===== src/rtl/rra_pkg.sv =====
package rra_pkg;

    // Built pool size.
    localparam int POOL_SIZE = 8;

    localparam int UNIT_W  = (POOL_SIZE > 1) ? $clog2(POOL_SIZE) : 1;
    localparam int CNT_W   = $clog2(POOL_SIZE + 1);
    localparam int CFG_W   = 4;
    localparam int REQ_W   = 2;
    localparam int ID_W    = 8;
    localparam int OWNER_W = 8;
    localparam int GID_W   = 3;
    localparam int ST_W    = 3;

    localparam logic [CFG_W-1:0] CFG_RESET = 4'd8;

    typedef logic [UNIT_W-1:0] unit_t;
    typedef logic [CNT_W-1:0]  cnt_t;
    typedef logic [CNT_W:0]    cnt1_t;

    localparam logic [REQ_W-1:0] REQ_ALLOC      = 2'd0;
    localparam logic [REQ_W-1:0] REQ_RELEASE    = 2'd1;
    localparam logic [REQ_W-1:0] REQ_TUNE_START = 2'd2;
    localparam logic [REQ_W-1:0] REQ_TUNE_STOP  = 2'd3;

    localparam logic [ST_W-1:0] ST_OK            = 3'd0;
    localparam logic [ST_W-1:0] ST_BAD_ID        = 3'd1;
    localparam logic [ST_W-1:0] ST_NOT_OWNER     = 3'd2;
    localparam logic [ST_W-1:0] ST_ALREADY_TUNED = 3'd3;
    localparam logic [ST_W-1:0] ST_NOT_TUNED     = 3'd4;
    localparam logic [ST_W-1:0] ST_FULL          = 3'd5;
    localparam logic [ST_W-1:0] ST_STILL_TUNED   = 3'd6;
    localparam logic [ST_W-1:0] ST_EXT_FAIL      = 3'd7;

    typedef struct packed {
        logic [REQ_W-1:0]   req_type;
        logic [ID_W-1:0]    unit_id;
        logic [OWNER_W-1:0] owner_id;
        logic               ext_ok;
    } rra_in_t;

    typedef struct packed {
        logic             ok;
        logic [GID_W-1:0] granted_id;
        logic [ST_W-1:0]  status;
    } rra_out_t;

    typedef struct packed {
        logic capture;
        logic decide;
        logic scan_step;
        logic load_out;
    } rra_cmd_t;

    typedef struct packed {
        logic req_alloc;
        logic scan_done;
    } rra_sts_t;

    typedef enum logic [3:0] {
        S_IDLE   = 4'b0001,
        S_DECIDE = 4'b0010,
        S_SCAN   = 4'b0100,
        S_OUT    = 4'b1000
    } rra_state_t;

endpackage


===== src/rtl/rra_datapath.sv =====
module rra_datapath
    import rra_pkg::*;
(
    input  logic           clk,
    input  logic           rst_n,
    input  rra_cmd_t       cmd,
    output rra_sts_t       sts,
    input  rra_in_t        req,
    input  logic           cfg_we,
    input  logic [CFG_W-1:0] cfg_wdata,
    output rra_out_t       rsp
);

    logic [CFG_W-1:0]     unit_count_reg;
    cnt_t                 eff_reg;
    rra_in_t              req_reg;
    logic [OWNER_W-1:0]   owner_rd_reg;
    logic [POOL_SIZE-1:0] valid_reg;
    logic [POOL_SIZE-1:0] tuned_reg;
    unit_t                ptr_reg;
    cnt_t                 cnt_reg;
    rra_out_t             res_reg;
    rra_out_t             rsp_reg;
    logic [OWNER_W-1:0]   owner_mem [POOL_SIZE];

    cnt_t     eff_now;
    cnt1_t    ptr_inc;
    unit_t    ptr_wrap;
    cnt1_t    cnt_inc;
    logic     scan_free;
    logic     scan_last;
    logic     scan_empty;
    logic     scan_grant;
    unit_t    id_idx;
    logic     bad_id;
    logic     id_valid;
    logic     id_tuned;
    rra_out_t dec_res;
    logic     dec_set_tuned;
    logic     dec_clr_tuned;
    logic     dec_clr_valid;

    // A count above the built pool saturates to the pool size.
    assign eff_now = (ID_W'(unit_count_reg) > ID_W'(POOL_SIZE)) ? cnt_t'(POOL_SIZE)
                                                               : cnt_t'(unit_count_reg);

    assign ptr_inc    = cnt1_t'(ptr_reg) + cnt1_t'(1);
    assign ptr_wrap   = (ptr_inc >= cnt1_t'(eff_reg)) ? '0 : ptr_inc[UNIT_W-1:0];
    assign cnt_inc    = cnt1_t'(cnt_reg) + cnt1_t'(1);
    assign scan_empty = (eff_reg == '0);
    assign scan_free  = !valid_reg[ptr_reg];
    assign scan_last  = (cnt_inc == cnt1_t'(eff_reg));
    assign scan_grant = !scan_empty && scan_free;

    assign sts.req_alloc = (req.req_type == REQ_ALLOC);
    assign sts.scan_done = scan_empty || scan_free || scan_last;

    assign id_idx   = req_reg.unit_id[UNIT_W-1:0];
    assign bad_id   = (req_reg.unit_id >= ID_W'(eff_reg));
    assign id_valid = valid_reg[id_idx];
    assign id_tuned = tuned_reg[id_idx];

    always_comb
    begin
        dec_res       = '{ok: 1'b0, granted_id: '0, status: ST_OK};
        dec_set_tuned = 1'b0;
        dec_clr_tuned = 1'b0;
        dec_clr_valid = 1'b0;
        if (bad_id)
        begin
            dec_res.status = ST_BAD_ID;
        end
        else
        begin
            case (req_reg.req_type)
                REQ_RELEASE:
                begin
                    if (id_tuned)
                    begin
                        dec_res.status = ST_STILL_TUNED;
                    end
                    else
                    begin
                        dec_res.ok    = 1'b1;
                        dec_clr_valid = 1'b1;
                    end
                end
                REQ_TUNE_START:
                begin
                    if (!id_valid || owner_rd_reg != req_reg.owner_id)
                        dec_res.status = ST_NOT_OWNER;
                    else if (id_tuned)
                        dec_res.status = ST_ALREADY_TUNED;
                    else if (!req_reg.ext_ok)
                        dec_res.status = ST_EXT_FAIL;
                    else
                    begin
                        dec_res.ok    = 1'b1;
                        dec_set_tuned = 1'b1;
                    end
                end
                REQ_TUNE_STOP:
                begin
                    if (!id_valid || owner_rd_reg != req_reg.owner_id)
                        dec_res.status = ST_NOT_OWNER;
                    else if (!id_tuned)
                        dec_res.status = ST_NOT_TUNED;
                    else if (!req_reg.ext_ok)
                        dec_res.status = ST_EXT_FAIL;
                    else
                    begin
                        dec_res.ok    = 1'b1;
                        dec_clr_tuned = 1'b1;
                    end
                end
                default:
                begin
                    dec_res.status = ST_OK;
                end
            endcase
        end
    end

    always_ff @(posedge clk or negedge rst_n)
    begin
        if (!rst_n)
        begin
            unit_count_reg <= CFG_RESET;
            valid_reg      <= '0;
            tuned_reg      <= '0;
            ptr_reg        <= '0;
        end
        else
        begin
            if (cfg_we)
                unit_count_reg <= cfg_wdata;
            // The scan restarts at unit 0 when the pointer is beyond the count.
            if (cmd.capture && req.req_type == REQ_ALLOC && eff_now != '0
                && cnt_t'(ptr_reg) >= eff_now)
                ptr_reg <= '0;
            if (cmd.scan_step && !scan_empty)
            begin
                ptr_reg <= ptr_wrap;
                if (scan_free)
                begin
                    valid_reg[ptr_reg] <= 1'b1;
                    tuned_reg[ptr_reg] <= 1'b0;
                end
            end
            if (cmd.decide)
            begin
                if (dec_clr_valid)
                begin
                    valid_reg[id_idx] <= 1'b0;
                    tuned_reg[id_idx] <= 1'b0;
                end
                if (dec_set_tuned)
                    tuned_reg[id_idx] <= 1'b1;
                if (dec_clr_tuned)
                    tuned_reg[id_idx] <= 1'b0;
            end
        end
    end

    always_ff @(posedge clk)
    begin
        if (cmd.capture)
        begin
            req_reg <= req;
            eff_reg <= eff_now;
            cnt_reg <= '0;
        end
        if (cmd.scan_step)
        begin
            cnt_reg <= cnt_inc[CNT_W-1:0];
            if (scan_grant)
                res_reg <= '{ok: 1'b1, granted_id: GID_W'(ptr_reg), status: ST_OK};
            else if (scan_empty || scan_last)
                res_reg <= '{ok: 1'b0, granted_id: '0, status: ST_FULL};
        end
        if (cmd.decide)
            res_reg <= dec_res;
        if (cmd.load_out)
            rsp_reg <= res_reg;
    end

    // Owner table: one write port for grants, one registered read port.
    always_ff @(posedge clk)
    begin
        if (cmd.scan_step && scan_grant)
            owner_mem[ptr_reg] <= req_reg.owner_id;
        if (cmd.capture)
            owner_rd_reg <= owner_mem[req.unit_id[UNIT_W-1:0]];
    end

    assign rsp = rsp_reg;

endmodule


===== src/rtl/rra_ctrl.sv =====
module rra_ctrl
    import rra_pkg::*;
(
    input  logic     clk,
    input  logic     rst_n,
    input  logic     req_valid,
    output logic     req_stall,
    output logic     rsp_valid,
    input  logic     rsp_stall,
    input  rra_sts_t sts,
    output rra_cmd_t cmd
);

    rra_state_t state_reg;
    rra_state_t state_next;
    logic       rsp_valid_reg;
    logic       rsp_valid_next;

    always_comb
    begin
        state_next = state_reg;
        cmd        = '0;
        unique case (state_reg)
            S_IDLE:
            begin
                if (req_valid)
                begin
                    cmd.capture = 1'b1;
                    state_next  = sts.req_alloc ? S_SCAN : S_DECIDE;
                end
            end
            S_DECIDE:
            begin
                cmd.decide = 1'b1;
                state_next = S_OUT;
            end
            S_SCAN:
            begin
                cmd.scan_step = 1'b1;
                if (sts.scan_done)
                    state_next = S_OUT;
            end
            S_OUT:
            begin
                // The result waits here until the output register is free.
                if (!rsp_valid_reg || !rsp_stall)
                begin
                    cmd.load_out = 1'b1;
                    state_next   = S_IDLE;
                end
            end
            default:
            begin
                state_next = S_IDLE;
            end
        endcase
    end

    always_comb
    begin
        if (cmd.load_out)
            rsp_valid_next = 1'b1;
        else if (!rsp_stall)
            rsp_valid_next = 1'b0;
        else
            rsp_valid_next = rsp_valid_reg;
    end

    always_ff @(posedge clk or negedge rst_n)
    begin
        if (!rst_n)
        begin
            state_reg     <= S_IDLE;
            rsp_valid_reg <= 1'b0;
        end
        else
        begin
            state_reg     <= state_next;
            rsp_valid_reg <= rsp_valid_next;
        end
    end

    assign req_stall = (state_reg != S_IDLE);
    assign rsp_valid = rsp_valid_reg;

endmodule


===== src/rtl/round_robin_resource_allocator.sv =====
// Round-robin allocator for a pool of identical units.
// Requests enter on req/req_valid/req_stall and each produces exactly one
// response on rsp/rsp_valid/rsp_stall; a transaction completes when valid is
// high and stall is low. The unit count register is written through cfg_we
// and cfg_wdata; the user must write it only while no request is in flight,
// as the block itself does not enforce it. One request is worked on at a time,
// and req_stall stays high from acceptance until its response is loaded into
// the output register. Release and tune requests pass from a decide state to
// an output state, which loads the output register. An allocate scans the
// pool one unit per cycle from the round-robin pointer, inspecting from 1 up
// to the unit count of units (at most 8, and 1 when the count is zero), and
// then moves to the output state.
// The response sits in an output register; while the receiver stalls it holds
// there, and a finished result waits inside the block with req_stall high until
// the register is taken.
// Reset frees every unit, clears the tuned flags, sets the pointer to unit 0
// and the unit count to 8.
module round_robin_resource_allocator
    import rra_pkg::*;
(
    input  logic             clk,
    input  logic             rst_n,
    input  logic             req_valid,
    output logic             req_stall,
    input  rra_in_t          req,
    output logic             rsp_valid,
    input  logic             rsp_stall,
    output rra_out_t         rsp,
    input  logic             cfg_we,
    input  logic [CFG_W-1:0] cfg_wdata
);

    rra_cmd_t cmd;
    rra_sts_t sts;

    rra_ctrl u_ctrl (
        .clk       (clk),
        .rst_n     (rst_n),
        .req_valid (req_valid),
        .req_stall (req_stall),
        .rsp_valid (rsp_valid),
        .rsp_stall (rsp_stall),
        .sts       (sts),
        .cmd       (cmd)
    );

    rra_datapath u_datapath (
        .clk       (clk),
        .rst_n     (rst_n),
        .cmd       (cmd),
        .sts       (sts),
        .req       (req),
        .cfg_we    (cfg_we),
        .cfg_wdata (cfg_wdata),
        .rsp       (rsp)
    );

endmodule


===== config.mk =====
export PLATFORM = sky130hd
export DESIGN_NAME = round_robin_resource_allocator
export DESIGN_NICKNAME = d
export VERILOG_FILES = /design/src/rtl/rra_pkg.sv /design/src/rtl/rra_datapath.sv /design/src/rtl/rra_ctrl.sv /design/src/rtl/round_robin_resource_allocator.sv
export SDC_FILE = /design/constraint.sdc
export NUM_CORES = 1
export LEC_CHECK = 0
export BUFFER_PORTS_ARGS = -buffer_cell sky130_fd_sc_hd__buf_2
export CORE_MARGIN = 1
export CORE_UTILIZATION = 35
export CTS_CLUSTER_SIZE = 24
export DETAILED_ROUTE_END_ITERATION = 8
export PLACE_DENSITY_LB_ADDON = 0.12
export SYNTH_ARGS = -nofsm -noshare
export SYNTH_HDL_FRONTEND = slang
export SYNTH_HIERARCHICAL = 1
export SYNTH_SLANG_ARGS = --single-unit

===== constraint.sdc =====
create_clock -name clk -period 6.25 [get_ports clk]
set_clock_uncertainty 0.15 [all_clocks]
set_input_delay 0.3125 -clock clk [delete_from_list [all_inputs] [get_ports clk]]
set_output_delay 0.3125 -clock clk [all_outputs]
set_load 0.005 [all_outputs]

Yosys cells after proc, flatten, opt, wreduce, memory -nomap -nowiden:

Memories as Yosys holds them, arrays and structs flattened. A register that Yosys moved wholly into a read port is not among the register bits.
Cells that the tools add are included.

* add/sub/neg operators: 2
* magnitude comparators: 8
* eq/ne operators: 14
* muxes and demuxes: 69
* bitwise logic cells: 8
* reduce and logical (&&, ||, !) cells: 29

Operators with widths (count)
* 8-bit 2-to-1 mux: 12
* 3-bit 2-to-1 mux: 11
* 8-bit AND: 4
* 1-bit 2-to-1 mux: 28
* 7-bit 2-to-1 mux: 4
* 4-bit 2-to-1 mux: 6
* 8-bit NOT: 2
* 8-bit bitwise OR: 2
* 4-bit one-hot mux with 4 select lines: 1
* 1-bit binary-select mux with 3-bit select: 3
* 3-bit one-hot mux with 3 select lines: 1
* 8-bit by 4-bit >= comparator with 1-bit output: 1
* 1-bit logical AND: 8
* 3-bit by 4-bit less-than comparator with 1-bit output (second input constant): 2
* 8-bit inequality test: 1
* 2-bit nonzero test: 4
* 1-bit demux with 3-bit select: 2
* 3-bit by 1-bit >= comparator with 1-bit output (second input constant): 2
* 4-bit by 1-bit adder with 5-bit output (second input constant): 1
* 5-bit by 4-bit == test with 1-bit output: 1
* 5-bit by 4-bit >= comparator with 1-bit output: 1
* 1-bit logical NOT: 5
* 1-bit logical OR: 5
* 3-bit by 1-bit adder with 4-bit output (second input constant): 1
* other kinds (18): 22

* bits in registers: 69
* bits in writable memories: 64
* input bits: 28
* output and inout bits: 9
* word-level logic and storage cells: 149
* memories: 1

Memory list
* u_datapath.owner_mem: depth 8, bits a word 8, rd ports 1, clocked after Yosys merged registers in 1, wr ports 1, line rra_datapath.sv:24 `logic [OWNER_W-1:0] owner_mem [POOL_SIZE];`

Longest topological paths before layout:

* depth after elaboration: 17
* mapped depth: 11
* depth with buffers taken out: 8

Hierarchy:

The synthesis kept the hierarchy.

By module, submodules not included
* rra_datapath: instances 1, cells an instance 363, area an instance 5884.4 µm², sequential area each 3940.0 µm²
* rra_ctrl: instances 1, cells an instance 27, area an instance 271.5 µm², sequential area each 126.4 µm²

Worst setup path before layout:

Ideal clock, no wire load.

* kind: register to register
* start point: register u_datapath.ptr_reg[0]
* end point: memory u_datapath.owner_mem[1][0], enable pin
* library setup time: 0.388 ns
* arrival: 2.217 ns
* required time: 5.712 ns
* path slack: 3.494 ns
* cell stages (with the launch flop): 6
* path buffers: 1
* clock period less this slack: 2.756 ns
* path through: dfrtp_1 buf_2 mux4_2 mux2i_2 nand2_1 nor3_1

* cells in the longest elaborated chain, start to end: 7

Ends and longest elaborated chain
* start: declaration: line rra_datapath.sv:20 `unit_t ptr_reg;`
* start signal: assignment: line rra_datapath.sv:143 `ptr_reg <= ptr_wrap;`
* 1-bit binary-select mux with 3-bit select: line rra_datapath.sv:51 `assign scan_free = !valid_reg[ptr_reg];`
* 1-bit 2-to-1 mux (not written as such): line rra_datapath.sv:51
* 1-bit logical NOT: line rra_datapath.sv:51
* 1-bit logical AND: line rra_datapath.sv:53 `assign scan_grant = !scan_empty && scan_free;`
* 1-bit logical AND: line rra_datapath.sv:190 `if (cmd.scan_step && scan_grant)`
* 1-bit 2-to-1 mux: line rra_datapath.sv:190
* 1-bit 2-to-1 mux (not written as such): line rra_datapath.sv:191 `owner_mem[ptr_reg] <= req_reg.owner_id;`
* end: declaration: line rra_datapath.sv:24

Several ways; a longest one is shown, not always the timed one. The select of a mux whose other input is x is not followed.

==> flow_metrics.env <==
export IMPL_status="finished clean"
export IMPL_finalCritPeriodShare=0.5252
export IMPL_syn_avg_cell_area_um2=15.78
export IMPL_syn_area_um2=6156
export IMPL_setup_tns_ps=0
export IMPL_synth_fp_nets=431
export IMPL_final_nets=496
export IMPL_die_w_um=134.6
export IMPL_rsz0062_at_grt="no"
export IMPL_fmax_mhz=304.6
export IMPL_busiest_layer="met2"
export IMPL_arrival_ps=3420
export IMPL_diodes=0
export IMPL_synth_edf_count=110
export IMPL_die_area_um2=18120
export IMPL_grt_pass1_vias=3549
export IMPL_cts_resized=0
export IMPL_maxCapViolCount=0
export IMPL_ys_seq_area_frac=0.6606
export IMPL_crit_fanout=10
export IMPL_final_common_cell="edfxtp_1"
export IMPL_postPlaceCellArea_um2=6550
export IMPL_post_route_min_period_ps=3283
export IMPL_finalWorstSetupSlack_ps=2967
export IMPL_cp_start_kind="register"
export IMPL_use_met3=0.04129
export IMPL_required_ps=6380
export IMPL_drt_pass1_iterations=4
export IMPL_initial_core_util=0.3571
export IMPL_vdd_drop_max_uv=200.6
export IMPL_relSlewSlack=0.3339
export IMPL_vias=3476
export IMPL_regToRegSetupSlack_ps=2970
export IMPL_grtUsageMet1=0.2047
export IMPL_ys_top_cells_by_area="edfxtp_1 54%, dfrtp_1 11%, mux4_2 8.0%, ha_1 2.6%, mux2_2 2.4%"
export IMPL_drt_total_wl_mm=12.58
export IMPL_synth_warnings=6
export IMPL_synth_top_area_share=0.5366
export IMPL_r2r_start="u_ctrl/state_reg[3]"
export IMPL_final_seq_area_um2=4066
export IMPL_synth_distinct_cells=60
export IMPL_ys_flop_type="edfxtp_1"
export IMPL_fill_cells=1538
export IMPL_drive_above_1_share=0.2671
export IMPL_port_buffers=36
export IMPL_grt_pass1_wl_mm=20.00
export IMPL_report_final_slew_viol_count=0
export IMPL_io_pins=37
export IMPL_crit_reg2reg_capture="u_datapath/tuned_reg[4]"
export IMPL_holdWs_ps=53.51
export IMPL_die_h_um=134.6
export IMPL_area_growth_pct=19.07
export IMPL_root_buffer="clkbuf_16"
export IMPL_drc=0
export IMPL_grt_util_met2=0.2383
export IMPL_largest_reg_flops=64
export IMPL_power_density_nw_per_um2=358.3
export IMPL_finalInstanceArea_um2=7330
export IMPL_min_from="cfg_we"
export IMPL_cts_buffers=17
export IMPL_mostFrequentLayoutCells="110 x edfxtp_1, 36 x buf_2, 26 x dfrtp_1"
export IMPL_avgRoutedWirePerCell_um=18.16
export IMPL_min_path_cells=2
export IMPL_hold_viol=0
export IMPL_whs_endpoint="u_datapath/unit_count_reg[1]"
export IMPL_clkLatencyLatePin_ps=420
export IMPL_grt_max_degree=37
export IMPL_post_place_ws_ps=2915
export IMPL_antenna_found_initial=0
export IMPL_viasPerCell=5.016
export IMPL_cts_sinks=141
export IMPL_reg2reg_depth=7
export IMPL_grt_ovfl_total=0
export IMPL_synth_area_leader_cell="edfxtp_1"
export IMPL_cts_tree="built"
export IMPL_finalSetupViolCount=0
export IMPL_hold_class="primary input to register"
export IMPL_p_leak_nw=2.711
export IMPL_clk_pin_slew_ps=60
export IMPL_multiInputGateArea_um2=1924
export IMPL_rows=48
export IMPL_core_um2=17240
export IMPL_htree_levels=4
export IMPL_hpwlAfterDp_mm=8.384
export IMPL_cts_buffer_depth=2
export IMPL_gp_congestion=0.8211
export IMPL_async_reset_ff_frac=0.1986
export IMPL_totalPowerFinal_mw=2.627
export IMPL_track_usage=0.1524
export IMPL_tightest_slew_ps=993.7
export IMPL_synthCells=390
export IMPL_ys_ff_latch=141
export IMPL_end_kind="register"
export IMPL_drt_iter0_drc=175
export IMPL_ant_nets=0
export IMPL_crit_type="register to register"
worst max path at each step:
stage,cells after the start,end,from
after floorplan,5,u_datapath/owner_mem[1][0],u_datapath/ptr_reg[0]
after global placement,7,u_datapath/tuned_reg[4],u_ctrl/state_reg[3]
after detailed placement,7,u_datapath/tuned_reg[4],u_ctrl/state_reg[3]
after CTS,7,u_datapath/tuned_reg[4],u_ctrl/state_reg[3]
after global routing,7,u_datapath/tuned_reg[4],u_ctrl/state_reg[3]
final,7,u_datapath/tuned_reg[4],u_ctrl/state_reg[3]
layer usage:
metal	vias to the layer above	routed length (µm)
met4	0	168
met5	-	0
met2	69	5871
met1	1770	6097
met3	10	444
li1	1627	-
kinds of logic (layout without fill, tap and decap cells):
family | Yosys count | after routing | share of synthesized area
flops | 141 | 141 | 0.6606
simple gates | 90 | 90 | 0.08130
compound gates | 58 | 58 | 0.06911
mux | 39 | 39 | 0.1122
buf+inv | 34 | 112 | 0.02683
xor+xnor | 15 | 15 | 0.02358
fa+ha+maj | 13 | 13 | 0.02642
critical path: stages (launching register included):
cell and delay [ps]:
dfrtp_1 430, nand2b_1 180, nor3_1 710, and2_1 250, nand3_1 290, nor3_2 860, a2bb2oi_1 240, a21oi_2 40
synthesized netlist by cell type, drive strengths merged (9+ instances only):
cell type / number
dfrtp: 26
mux4: 22
mux2: 14
a2bb2oi: 12
edfxtp: 110
buf: 10
a21oi: 19
nand2: 18
nand2b: 10
nor2: 21
nor3: 9
ha: 13
inv: 18
xnor2: 11
through the flow:
step                      cells    util
after floorplan             390       -
after global placement      639  0.3800
after detailed placement    639  0.3800
after CTS                   693  0.4252
after global routing        693  0.4252
final                       693  0.4252
layout make-up:
class,count,area share
Clock buffer,20,0.06094
Clock inverter,12,0.01536
Sequential cell,141,0.5548
Timing Repair Buffer,62,0.05872
Inverter,18,0.009218
Tap cell,225,0.03841
Multi-Input combinational cell,215,0.2625
power breakdown:
part | internal, mW | leakage (nW) | total, mW | switching [mW]
Combinational | 0.193 | 1.04 | 0.393 | 0.200
Clock | 0.559 | 0.271 | 0.945 | 0.385
Sequential | 1.16 | 1.40 | 1.29 | 0.130
repair_timing:
action	CTS	global route
hold endpoints to repair	47	0
hold buffers	22	0
setup buffers	0	0
endpoints found under the setup margin	0	0
No activity file was read; power rests on OpenSTA's default activity.
